<file path="src/rtl/art1_mem.sv">
// Template store: one write port and one read port with registered read data.
// Each word holds a template's size count above its feature bits.
// No package dependencies.
`default_nettype none

module art1_mem #(
   parameter int DEPTH = 64,
   parameter int AW    = 6,
   parameter int DW    = 71
) (
   input  wire logic          clock,
   input  wire logic          wr_en,
   input  wire logic [AW-1:0] wr_addr,
   input  wire logic [DW-1:0] wr_data,
   input  wire logic          rd_en,
   input  wire logic [AW-1:0] rd_addr,
   output logic      [DW-1:0] rd_data_ff
);

   logic [DW-1:0] mem_ff [DEPTH];

   always_ff @(posedge clock) begin
      if (wr_en) begin
         mem_ff[wr_addr] <= wr_data;
      end
      if (rd_en) begin
         rd_data_ff <= mem_ff[rd_addr];
      end
   end

endmodule

`default_nettype wire

</file>
<file path="config.mk">
export PLATFORM = sky130hd
export DESIGN_NAME = art1_mem
export DESIGN_NICKNAME = d
export VERILOG_FILES = /design/src/rtl/art1_mem.sv
export SDC_FILE = /design/constraint.sdc
export NUM_CORES = 2
export LEC_CHECK = 0
export BUFFER_PORTS_ARGS = -buffer_cell sky130_fd_sc_hd__buf_2
export CORE_MARGIN = 2
export CORE_UTILIZATION = 59
export CTS_BUF_LIST = sky130_fd_sc_hd__clkbuf_4 sky130_fd_sc_hd__clkbuf_8
export CTS_CLUSTER_SIZE = 12
export DETAILED_ROUTE_END_ITERATION = 16
export PLACE_DENSITY = 0.78
export SYNTH_ARGS = -nofsm -noshare
export SYNTH_HDL_FRONTEND = slang
export SYNTH_MEMORY_MAX_BITS = 65536
export SYNTH_SLANG_ARGS = --single-unit
</file>
<file path="constraint.sdc">
create_clock -name clock -period 6.5 [get_ports clock]
set_input_delay 0.65 -clock clock [delete_from_list [all_inputs] [get_ports clock]]
set_output_delay 0.65 -clock clock [all_outputs]
set_load 0.02 [all_outputs]
</file>
==> results_dict.tcl <==
set metrics [dict create \
    outcome "finished, final reports clean" \
    cts_htree_levels 6 \
    syn_nets 7293 \
    rr_startpoint "mem_ff[9][9]" \
    cts_resized 0 \
    synth_largest_area_cell "edfxtp_1" \
    synth.top_cell.area_share_pct 79.88 \
    avgSynthCellArea_sq_um 24.07 \
    die_x_um 546.3 \
    path_class "in -> reg" \
    arrival_ns 3.77 \
    netlist_instances 7207 \
    ant_nets 0 \
    worstMarginPinSlew_ns 1.389 \
    period_share_pct 45.38 \
    clk_pin_slew_worst_paths_ns 0.06 \
    grt_usage_pct 32.33 \
    start_kind "input pin" \
    first_pass_iters 8 \
    layout_setup_ws_ns 3.550 \
    max_freq_ghz 0.3390 \
    startpoint "wr_addr[1]" \
    worst-path-max-fanout 24 \
    rrSetupSlack_ns 4.49 \
    synth_edf_count 4615 \
    ys.warnings.count 0 \
    finalCriticalPeriod_ns 2.950 \
    drive_above_1_share_pct 31.30 \
    final_util_pct 66.10 \
    synth_seq_area_share_pct 79.88 \
    wirelength_um 481900 \
    cp.required_ns 7.32 \
    whs_endpoint "mem_ff[48][16]" \
    row_count 199 \
    synth_top_family_by_area "multiplexers" \
    place_congestion 0.8180 \
    dp_hpwl_um 235700 \
    muxShareOfSynthArea_pct 15.41 \
    drv_cap 0 \
    clk_latency_ns 1.26 \
    tns_ns 0 \
    rr_worst_depth 4 \
    drv_slew 0 \
    overflow 0 \
    root_buffer "clkbuf_8" \
    setup_viol_count_final 0 \
    coreArea_sq_um 293300 \
    pre_cts_slack_ns 2.543 \
    layout-area-overhead-vs-synth_pct 11.76 \
    leakagePower_nw 60.38 \
    die-area_sq_um 298400 \
    hold_start "wr_addr[1]" \
    drt_iter0_drc 15367 \
    final_nets 7921 \
    hold_class "in -> reg" \
    skew_ns 0.07627 \
    timing.rr.end "rd_data_ff[9]" \
    cp-end-kind "flip-flop" \
    synthSimpleGateAreaFrac_pct 0.8777 \
    design_area_sq_um 193900 \
    grt_setup_unrepaired "false" \
    yosys.area_share.xor_xnor_pct 0 \
    synthArstFlopShare_pct 0 \
    grt_pass1_vias 87559 \
    fill_cells 17372 \
    grt_max_degree 117 \
    vias 88211 \
    antenna_found_initial 47 \
    numClockSinks 4615 \
    peakVddDrop_uv 203.7 \
    cts_tree "done" \
    maxSlewHeadroom_pct 7.210 \
    post_dp_cell_area_sq_um 180200 \
    yosysUniqueCellTypes 29 \
    initial_core_util_pct 59.15 \
    synth-compound-area-share_pct 2.707 \
    grt_pass1_wl_um 668200 \
    cts_buffers 689 \
    wl_per_cell_um 38.99 \
    ios 157 \
    synth_fa_ha_area_share_pct 0 \
    syn_area_sq_um 173500 \
    synth-main-ff-cell "edfxtp_1" \
    whs_path_depth 2 \
    portBuffers 156 \
    hold_viol 0 \
    ys_ff_latch 4615 \
    synth_area_leaders "edfxtp_1 80%, mux4_2 15%, a22oi_1 1.2%, mux2i_1 0.66%, o22ai_1 0.51%" \
    p_per_area_nw_per_um2 305.6 \
    clockBufferDepth 4 \
    drc 0 \
    avgViaCountPerCell 7.137 \
    die_h_um 546.3 \
]
-- power by group --
| group | total [mW] | switching [mW] | internal (mW) |
|---|---|---|---|
| logic | 2.79 | 1.80 | 0.993 |
| clock network | 23.3 | 11.4 | 11.9 |
| registers | 33.2 | 0.126 | 33.0 |
-- cell usage after synthesis (all sizes together) (2+ instances only) --
master	n
or2	2
o22ai	141
buf	249
nor2	116
o221ai	50
and2	3
mux4	1136
or3	3
clkbuf	165
a22oi	284
nor3	2
or3b	4
edfxtp	4615
mux2i	114
nand2	8
nand3	125
a211oi	70
nor2b	9
nand3b	27
nand2b	9
nand4	2
o211a	71
-- cell usage in the layout, fill, tap and decap left out, types with 71 or more instances in the layout --
| cell type | count |
|---|---|
| clkbuf_4 | 223 |
| buf_4 | 119 |
| buf_2 | 151 |
| mux2i_1 | 114 |
| a22oi_1 | 284 |
| nand3_1 | 124 |
| clkinv_1 | 183 |
| o22ai_1 | 141 |
| clkbuf_8 | 689 |
| edfxtp_1 | 4615 |
| mux4_2 | 1136 |
| o211a_1 | 71 |
| buf_12 | 78 |
-- through the flow --
stage / instances / power (mW) / hold slack (ns)
4_1_cts: 12297 / 59.30 / 0.02211
3_3_place_gp: 11062 / 36.43 / 0.8945
5_1_grt: 12343 / 60.72 / 0.07749
6_report: 12359 / 59.25 / 0.1011
2_1_floorplan: 7207 / 35.27 / 0.7489
3_5_place_dp: 11062 / 36.53 / 0.8884
-- state kept, by name, indices dropped and copies added, names as in the netlist --
name,cells
mem_ff,4544
rd_data_ff,71
-- cell type report --
class | count | area (sq um) | share of cell area [%]
sequential | 4615 | 138600 | 71.48
clock inverter | 322 | 2325 | 1.199
antenna | 62 | 155.1 | 0.08002
clock buffer | 912 | 11160 | 5.754
tap | 3919 | 4903 | 2.529
multi-input combinational | 2178 | 33510 | 17.28
timing repair buffer | 351 | 3251 | 1.677
-- worst max-delay path, stage by stage --
cell and delay (ns):
buf_2 0.27, nor2b_1 0.23, nand3_1 0.58, nor2_4 1.29
buf_4 0.66
-- worst max path at each step --
stage | slack [ns] | endpoint
6_report | 3.55 | mem_ff[3][42]
5_1_grt | 3.56 | rd_data_ff[34]
4_1_cts | 3.59 | rd_data_ff[34]
3_5_place_dp | 2.54 | mem_ff[3][64]
3_3_place_gp | 2.53 | mem_ff[3][64]
2_1_floorplan | 1.52 | mem_ff[39][0]
-- logic make-up after synthesis --
group | Yosys count
AOI/OAI and AO/OA | 617
DFF | 4615
muxes | 1250
and+or+nand+nor | 311
buffers and inverters | 414
-- layer usage --
metal / wire length (um) / global-route usage, %
met5: 234 / 0
met2: 220000 / 47.98
met3: 80180 / 9.843
met4: 24300 / 14.70
met1: 157200 / 44.90
-- timing repair --
action / CTS / global route
setup buffers: 0 / 0
hold endpoints to repair: 19 / 0
hold buffers: 1 / 0
endpoints found under the setup margin: 0 / 0
Note: power is estimated with default switching activity, not from simulation.
