==> src/rtl/art1_pkg.sv <==
// Package for the ART1 binary clustering block.
// Holds the transaction payload types, codes, register indexes and reset values.
// No dependencies; every other file in rtl/ except art1_mem refers to it by scoped names.
`default_nettype none

package art1_pkg;

   localparam int FEATURE_W  = 64;
   localparam int CATEGORY_W = 6;
   localparam int STATUS_W   = 2;
   localparam int CSR_ADDR_W = 2;
   localparam int CSR_DATA_W = 17;
   localparam int VIG_W      = 17;
   localparam int CHOICE_W   = 16;
   localparam int FCOUNT_W   = 7;
   localparam int RHS_W      = VIG_W + FCOUNT_W;
   // Effective choice denominator, always positive, below 2^17.
   localparam int DEN_W      = 17;
   // Raw denominator, signed, wide enough for the Q8.8 parameter plus the size term.
   localparam int DEN_RAW_W  = 19;

   localparam logic FUNC_LEARN    = 1'b0;
   localparam logic FUNC_CLASSIFY = 1'b1;

   localparam logic [STATUS_W-1:0] STATUS_OK    = 2'd0;
   localparam logic [STATUS_W-1:0] STATUS_FULL  = 2'd1;
   localparam logic [STATUS_W-1:0] STATUS_EMPTY = 2'd2;

   localparam logic [CSR_ADDR_W-1:0] CSR_VIGILANCE = 2'd0;
   localparam logic [CSR_ADDR_W-1:0] CSR_CHOICE    = 2'd1;
   localparam logic [CSR_ADDR_W-1:0] CSR_FEATURES  = 2'd2;

   localparam logic [VIG_W-1:0]    VIGILANCE_RESET = 17'd32768;
   localparam logic [CHOICE_W-1:0] CHOICE_RESET    = 16'd512;
   localparam logic [FCOUNT_W-1:0] FEATURES_RESET  = 7'd64;

   typedef struct packed {
      logic                 func;
      logic [FEATURE_W-1:0] feature_bits;
   } req_type;

   typedef struct packed {
      logic [CATEGORY_W-1:0] category;
      logic                  created;
      logic [STATUS_W-1:0]   status;
   } rsp_type;

   typedef enum logic [1:0] {
      ST_IDLE,
      ST_SCAN,
      ST_FINISH
   } state_type;

endpackage

`default_nettype wire

==> src/rtl/art1_score.sv <==
// Scoring stage: overlap count, vigilance test and choice denominator for one template.
// Results are registered for the best-category compare that follows.
// Depends on art1_pkg.
`default_nettype none

module art1_score #(
   parameter int FW = 64,
   parameter int SW = 7
) (
   input  wire logic                                 clock,
   input  wire logic                                 en,
   input  wire logic                                 classify,
   input  wire logic [FW-1:0]                        x,
   input  wire logic [FW-1:0]                        tmpl_bits,
   input  wire logic [SW-1:0]                        tmpl_size,
   input  wire logic [art1_pkg::CHOICE_W-1:0]        lq,
   input  wire logic [art1_pkg::RHS_W-1:0]           rhs,
   output logic      [SW-1:0]                        a_ff,
   output logic      [SW-1:0]                        a_eff_ff,
   output logic      [art1_pkg::DEN_W-1:0]           den_ff,
   output logic                                      pass_ff,
   output logic      [FW-1:0]                        meet_ff
);

   logic [FW-1:0] meet;
   logic [63:0]   v;
   logic [1:0]    s1 [32];
   logic [2:0]    s2 [16];
   logic [3:0]    s3 [8];
   logic [4:0]    s4 [4];
   logic [5:0]    s5 [2];
   logic [6:0]    s6;
   logic [SW-1:0] a;
   logic signed [art1_pkg::DEN_RAW_W-1:0] den_raw;
   logic          den_pos;
   logic [art1_pkg::RHS_W-1:0] lhs;

   assign meet = x & tmpl_bits;
   assign v    = 64'(meet);

   // Balanced adder tree for the population count.
   always_comb begin
      for (int i = 0; i < 32; i++) s1[i] = 2'(v[2*i]) + 2'(v[2*i+1]);
      for (int i = 0; i < 16; i++) s2[i] = 3'(s1[2*i]) + 3'(s1[2*i+1]);
      for (int i = 0; i < 8; i++)  s3[i] = 4'(s2[2*i]) + 4'(s2[2*i+1]);
      for (int i = 0; i < 4; i++)  s4[i] = 5'(s3[2*i]) + 5'(s3[2*i+1]);
      for (int i = 0; i < 2; i++)  s5[i] = 6'(s4[2*i]) + 6'(s4[2*i+1]);
      s6 = 7'(s5[0]) + 7'(s5[1]);
   end

   assign a = SW'(s6);

   assign den_raw = $signed(art1_pkg::DEN_RAW_W'(lq))
                  + $signed(art1_pkg::DEN_RAW_W'({tmpl_size, 8'h00}))
                  - $signed(art1_pkg::DEN_RAW_W'(256));
   assign den_pos = !den_raw[art1_pkg::DEN_RAW_W-1] && (den_raw != '0);
   assign lhs     = art1_pkg::RHS_W'({a, 16'h0000});

   // A zero choice parameter or a non-positive denominator both give a zero choice, carried
   // as a zero overlap; a non-positive denominator is also replaced by a unit denominator.
   always_ff @(posedge clock) begin
      if (en) begin
         a_ff     <= a;
         a_eff_ff <= (den_pos && (lq != '0)) ? a : '0;
         den_ff   <= den_pos ? den_raw[art1_pkg::DEN_W-1:0] : art1_pkg::DEN_W'(1);
         pass_ff  <= classify || (lhs >= rhs);
         meet_ff  <= meet;
      end
   end

endmodule

`default_nettype wire

==> config.mk <==
export PLATFORM = sky130hd
export DESIGN_NAME = art1_score
export DESIGN_NICKNAME = d
export VERILOG_FILES = /design/src/rtl/art1_pkg.sv /design/src/rtl/art1_score.sv
export SDC_FILE = /design/constraint.sdc
export NUM_CORES = 1
export LEC_CHECK = 0
export BUFFER_PORTS_ARGS = -buffer_cell sky130_fd_sc_hd__buf_2
export CAP_MARGIN = 25
export CORE_MARGIN = 8
export CORE_UTILIZATION = 45
export CTS_CLUSTER_DIAMETER = 40
export DETAILED_ROUTE_END_ITERATION = 10
export GPL_ROUTABILITY_DRIVEN = 0
export HOLD_SLACK_MARGIN = 0.12
export PLACE_DENSITY_LB_ADDON = 0.3
export SLEW_MARGIN = 30
export SYNTH_ARGS = -nofsm -noshare
export SYNTH_HDL_FRONTEND = slang
export SYNTH_SLANG_ARGS = --single-unit
==> constraint.sdc <==
create_clock -name clock -period 11.2 [get_ports clock]
set_input_delay 2.24 -clock clock [delete_from_list [all_inputs] [get_ports clock]]
set_output_delay 2.24 -clock clock [all_outputs]
set_load 0.02 [all_outputs]
==> out/summary.log <==
qor: clocking.cts.sink_count 96
qor: place.dpl-instance-area 0.00742 mm²
qor: global_route.grt_first_pass_wirelength 22.2 mm
qor: setup_path.critPathTopFamily adder cells
qor: power_and_ir_drop.p_int 1580 µW
qor: power_and_ir_drop.swShare 42.6%
qor: cells_and_area.nFillCells 1059
qor: drt.post-route-drc-count 0
qor: drt.met2_length 7.54 mm
qor: synthesis.yosysSeqAreaShare 49.4%
qor: timing.fin_crit 8.58 ns
qor: synthesis.synth_warnings 0
qor: synthesis.synth_area_per_cell 12.6 µm²
qor: timing.final-max-slew-violation-count 0
qor: setup_path.cp-start-kind input pin
qor: setup_path.setup.worst_path.class in2reg
qor: synthesis.synthFlopType sky130_fd_sc_hd__edfxtp_1
qor: setup_path.crit_path_max_fanout 3
qor: drt.route.vias.total 4218
qor: cells_and_area.design.final.nets 1018
qor: setup_path.critical_path_arrival 8.66 ns
qor: timing.setup-tns-final 0 ns
qor: power_and_ir_drop.report.power.total 2750 µW
qor: synthesis.ys_ff_latch 96
qor: place.post-dp-hpwl 12.6 mm
qor: timing.rsz0062_at_grt no
qor: setup_path.critPathBufInv 5
qor: clocking.postCtsSetupRepairBufs 0
qor: clocking.cts-root-buf sky130_fd_sc_hd__clkbuf_16
qor: global_route.grtUsageTotal 17.2%
qor: drt.highest-signal-layer met4
qor: drt.wl_met1 5.54 mm
qor: cells_and_area.area_growth_syn_to_layout 33.1%
qor: setup_path.critical_path_s_slowest_cell sky130_fd_sc_hd__fa_1
qor: floorplan.initial_core_util 46.2%
qor: setup_path.cpMostUsedCell sky130_fd_sc_hd__fa_1
qor: power_and_ir_drop.power_frac_comb 65.5%
qor: place.io_buffer_count 273
qor: clocking.worst_setup_hold_path_clk_slew 0.07 ns
qor: clocking.cts-hold-fix-buffers 0
qor: timing.fmax 0.117 GHz
qor: clocking.cts_inserted_buffers 9
qor: job.maxCapViolations 0
qor: synthesis.synth_cells 463
qor: run_status.outcome finished, final reports clean
qor: timing.finalSetupViolations 0
qor: synthesis.synth_async_sr_flop_share 0%
qor: drt.vias_per_cell 4.56
qor: setup_path.critical_path.max_stage_delay 0.60 ns
qor: setup_path.required 11.29 ns
qor: timing.setup_ws 2.62 ns
qor: global_route.number_of_global_route_vias_before_repair 4790
qor: power_and_ir_drop.fraction_of_power_consumed_by_sequential_logic 21.8%
qor: clocking.postCtsResizedCells 0
qor: clocking.cts_buffer_depth 2
qor: synthesis.count_of_different_cell_masters_after_synthesis 33
qor: drt.route.detailed.wl_per_inst 15.9 µm
qor: worst_hold_path.hold_start lq[0]
qor: setup_path.crit_start x[53]
qor: setup_path.worst_setup_path_end_kind flop
qor: power_and_ir_drop.switching_power 1170 µW
qor: global_route.antenna_violations_before_repair 1
qor: worst_hold_path.hold_path.class in2reg
qor: timing.final-hold-violation-count 0
qor: global_route.grt_start_max_net_pins 61
qor: drt.met3WireLength 1.22 mm
qor: floorplan.rows 41
qor: cells_and_area.finalInstanceArea 0.00776 mm²
qor: power_and_ir_drop.vdd_ir_drop_max 0.294 mV
qor: floorplan.floorplan.die.width 130 µm
qor: drt.drt-initial-drc-count 157
qor: floorplan.pin_count 274
qor: power_and_ir_drop.clock_power_share 12.7%
qor: synthesis.post_synth_edffs 96
qor: power_and_ir_drop.pwr_density_cell 354 mW/mm²
qor: clocking.cts_tree done
qor: synthesis.syn-cell-area 0.00583 mm²
qor: drt.antenna_violating_nets_post_route 0
qor: clocking.h-tree-depth 3
qor: global_route.gr-total-overflow 0
qor: drt.first_pass_iteration_count_of_the_detailed_router 4
qor: floorplan.core_area 0.0126 mm²
qor: timing.maxSlewHeadroom 48.8%
qor: floorplan.die_h 130 µm
qor: drt.route.final.wire_length 14.7 mm
qor: timing.final_period_util 76.6%
qor: timing.tightest_slew 0.768 ns
qor: cells_and_area.final_layout_size_suffix_gt1_share 39.1%
qor: floorplan.floorplan.die_area 0.0169 mm²
qor: power_and_ir_drop.power.static_leakage 0.00392 µW
qor: place.place_ws 2.19 ns
qor: synthesis.synth_fp_nets 734
## cells by family (layout without fill, tap and decap cells)
group,Yosys count,in the layout,share of synthesized area (%)
xor gates and xnor gates,7,7,1.05
AOI/OAI and AO/OA,31,31,3.37
buffers and inverters,114,402,7.34
other,0,1,0
DFF,96,96,49.4
and+or+nand+nor,121,121,11.6
muxes,1,1,0.172
adders and majority gates,93,93,27.0
## path summary, 6_finish.rpt
check,endpoint,slack [ns],depth (start not counted)
hold / removal,den_ff[0],2.18,2
setup / recovery,pass_ff,2.62,26
## cells in the mapped netlist, types with 3 or more instances
cell                       number  area (µm²)
sky130_fd_sc_hd__nand3_1        4        20.0
sky130_fd_sc_hd__nor4_1         8        50.1
sky130_fd_sc_hd__edfxtp_1      96        2880
sky130_fd_sc_hd__fa_1          55        1100
sky130_fd_sc_hd__and2_1        48         300
sky130_fd_sc_hd__a21oi_1       12        60.1
sky130_fd_sc_hd__nand2_1       23        86.3
sky130_fd_sc_hd__nor3b_1        3        22.5
sky130_fd_sc_hd__o21ai_0        4        20.0
sky130_fd_sc_hd__nor2_1        15        56.3
sky130_fd_sc_hd__nor2b_1       10        62.6
sky130_fd_sc_hd__a21o_1         4        30.0
sky130_fd_sc_hd__xnor2_1        4        35.0
sky130_fd_sc_hd__ha_1          38         475
sky130_fd_sc_hd__o21ai_1        4        20.0
sky130_fd_sc_hd__inv_1        113         424
sky130_fd_sc_hd__xor2_1         3        26.3
## metrics by stage
stage | hold slack, ns | instances | util [%]
final | 2.18 | 924 | 61.5
after global routing | 2.18 | 924 | 61.5
after CTS | 2.17 | 923 | 61.5
after detailed placement | 2.54 | 908 | 58.8
after global placement | 2.52 | 908 | 58.8
after floorplan | 2.35 | 463 | -
## metal layers
metal / track usage, % / up-vias
met1: 17.9 / 1957
met3: 5.55 / 21
met5: 0 / -
li1: - / 2063
met4: 7.79 / 0
met2: 31.0 / 177
## area by class of cell
| type | instances | area (µm²) | area share (%) |
|---|---|---|---|
| antenna | 1 | 2.50 | 0.0322 |
| clock buffer | 9 | 225 | 2.90 |
| clock inverter | 6 | 109 | 1.40 |
| inverter | 113 | 424 | 5.47 |
| multi-input combinational | 253 | 2530 | 32.5 |
| sequential | 96 | 2880 | 37.1 |
| tap | 172 | 215 | 2.77 |
| timing repair buffer | 274 | 1380 | 17.7 |
## power groups by stage
stage               Clock (µW)  Combinational [µW]  Sequential, µW
floorplan                    0                1320             676
global placement             0                1800             605
detailed placement           0                1840             607
CTS                        358                1850             600
global route               371                2130             604
finish                     350                1800             599
## cells in the final DEF, fill, tap and decap left out, drive strengths merged, types with 2 or more instances in the layout
| cell type | n |
|---|---|
| clkbuf | 9 |
| nand2 | 23 |
| ha | 38 |
| clkinv | 3 |
| nand4b | 2 |
| a21oi | 12 |
| xnor2 | 4 |
| edfxtp | 96 |
| a21boi | 2 |
| xor2 | 3 |
| nand3 | 4 |
| inv | 113 |
| and2 | 48 |
| fa | 55 |
| nor2b | 11 |
| nor3 | 2 |
| nor2 | 15 |
| buf | 274 |
| bufinv | 3 |
| nor4 | 8 |
| a2111oi | 2 |
| nor3b | 3 |
| a21o | 4 |
| o21ai | 8 |
## registers in the layout, indices dropped and copies added, names as in the netlist
name,flops
a_eff_ff,7
a_ff,7
den_ff,17
meet_ff,64
pass_ff,1
Power figures use the tool's default switching activity.
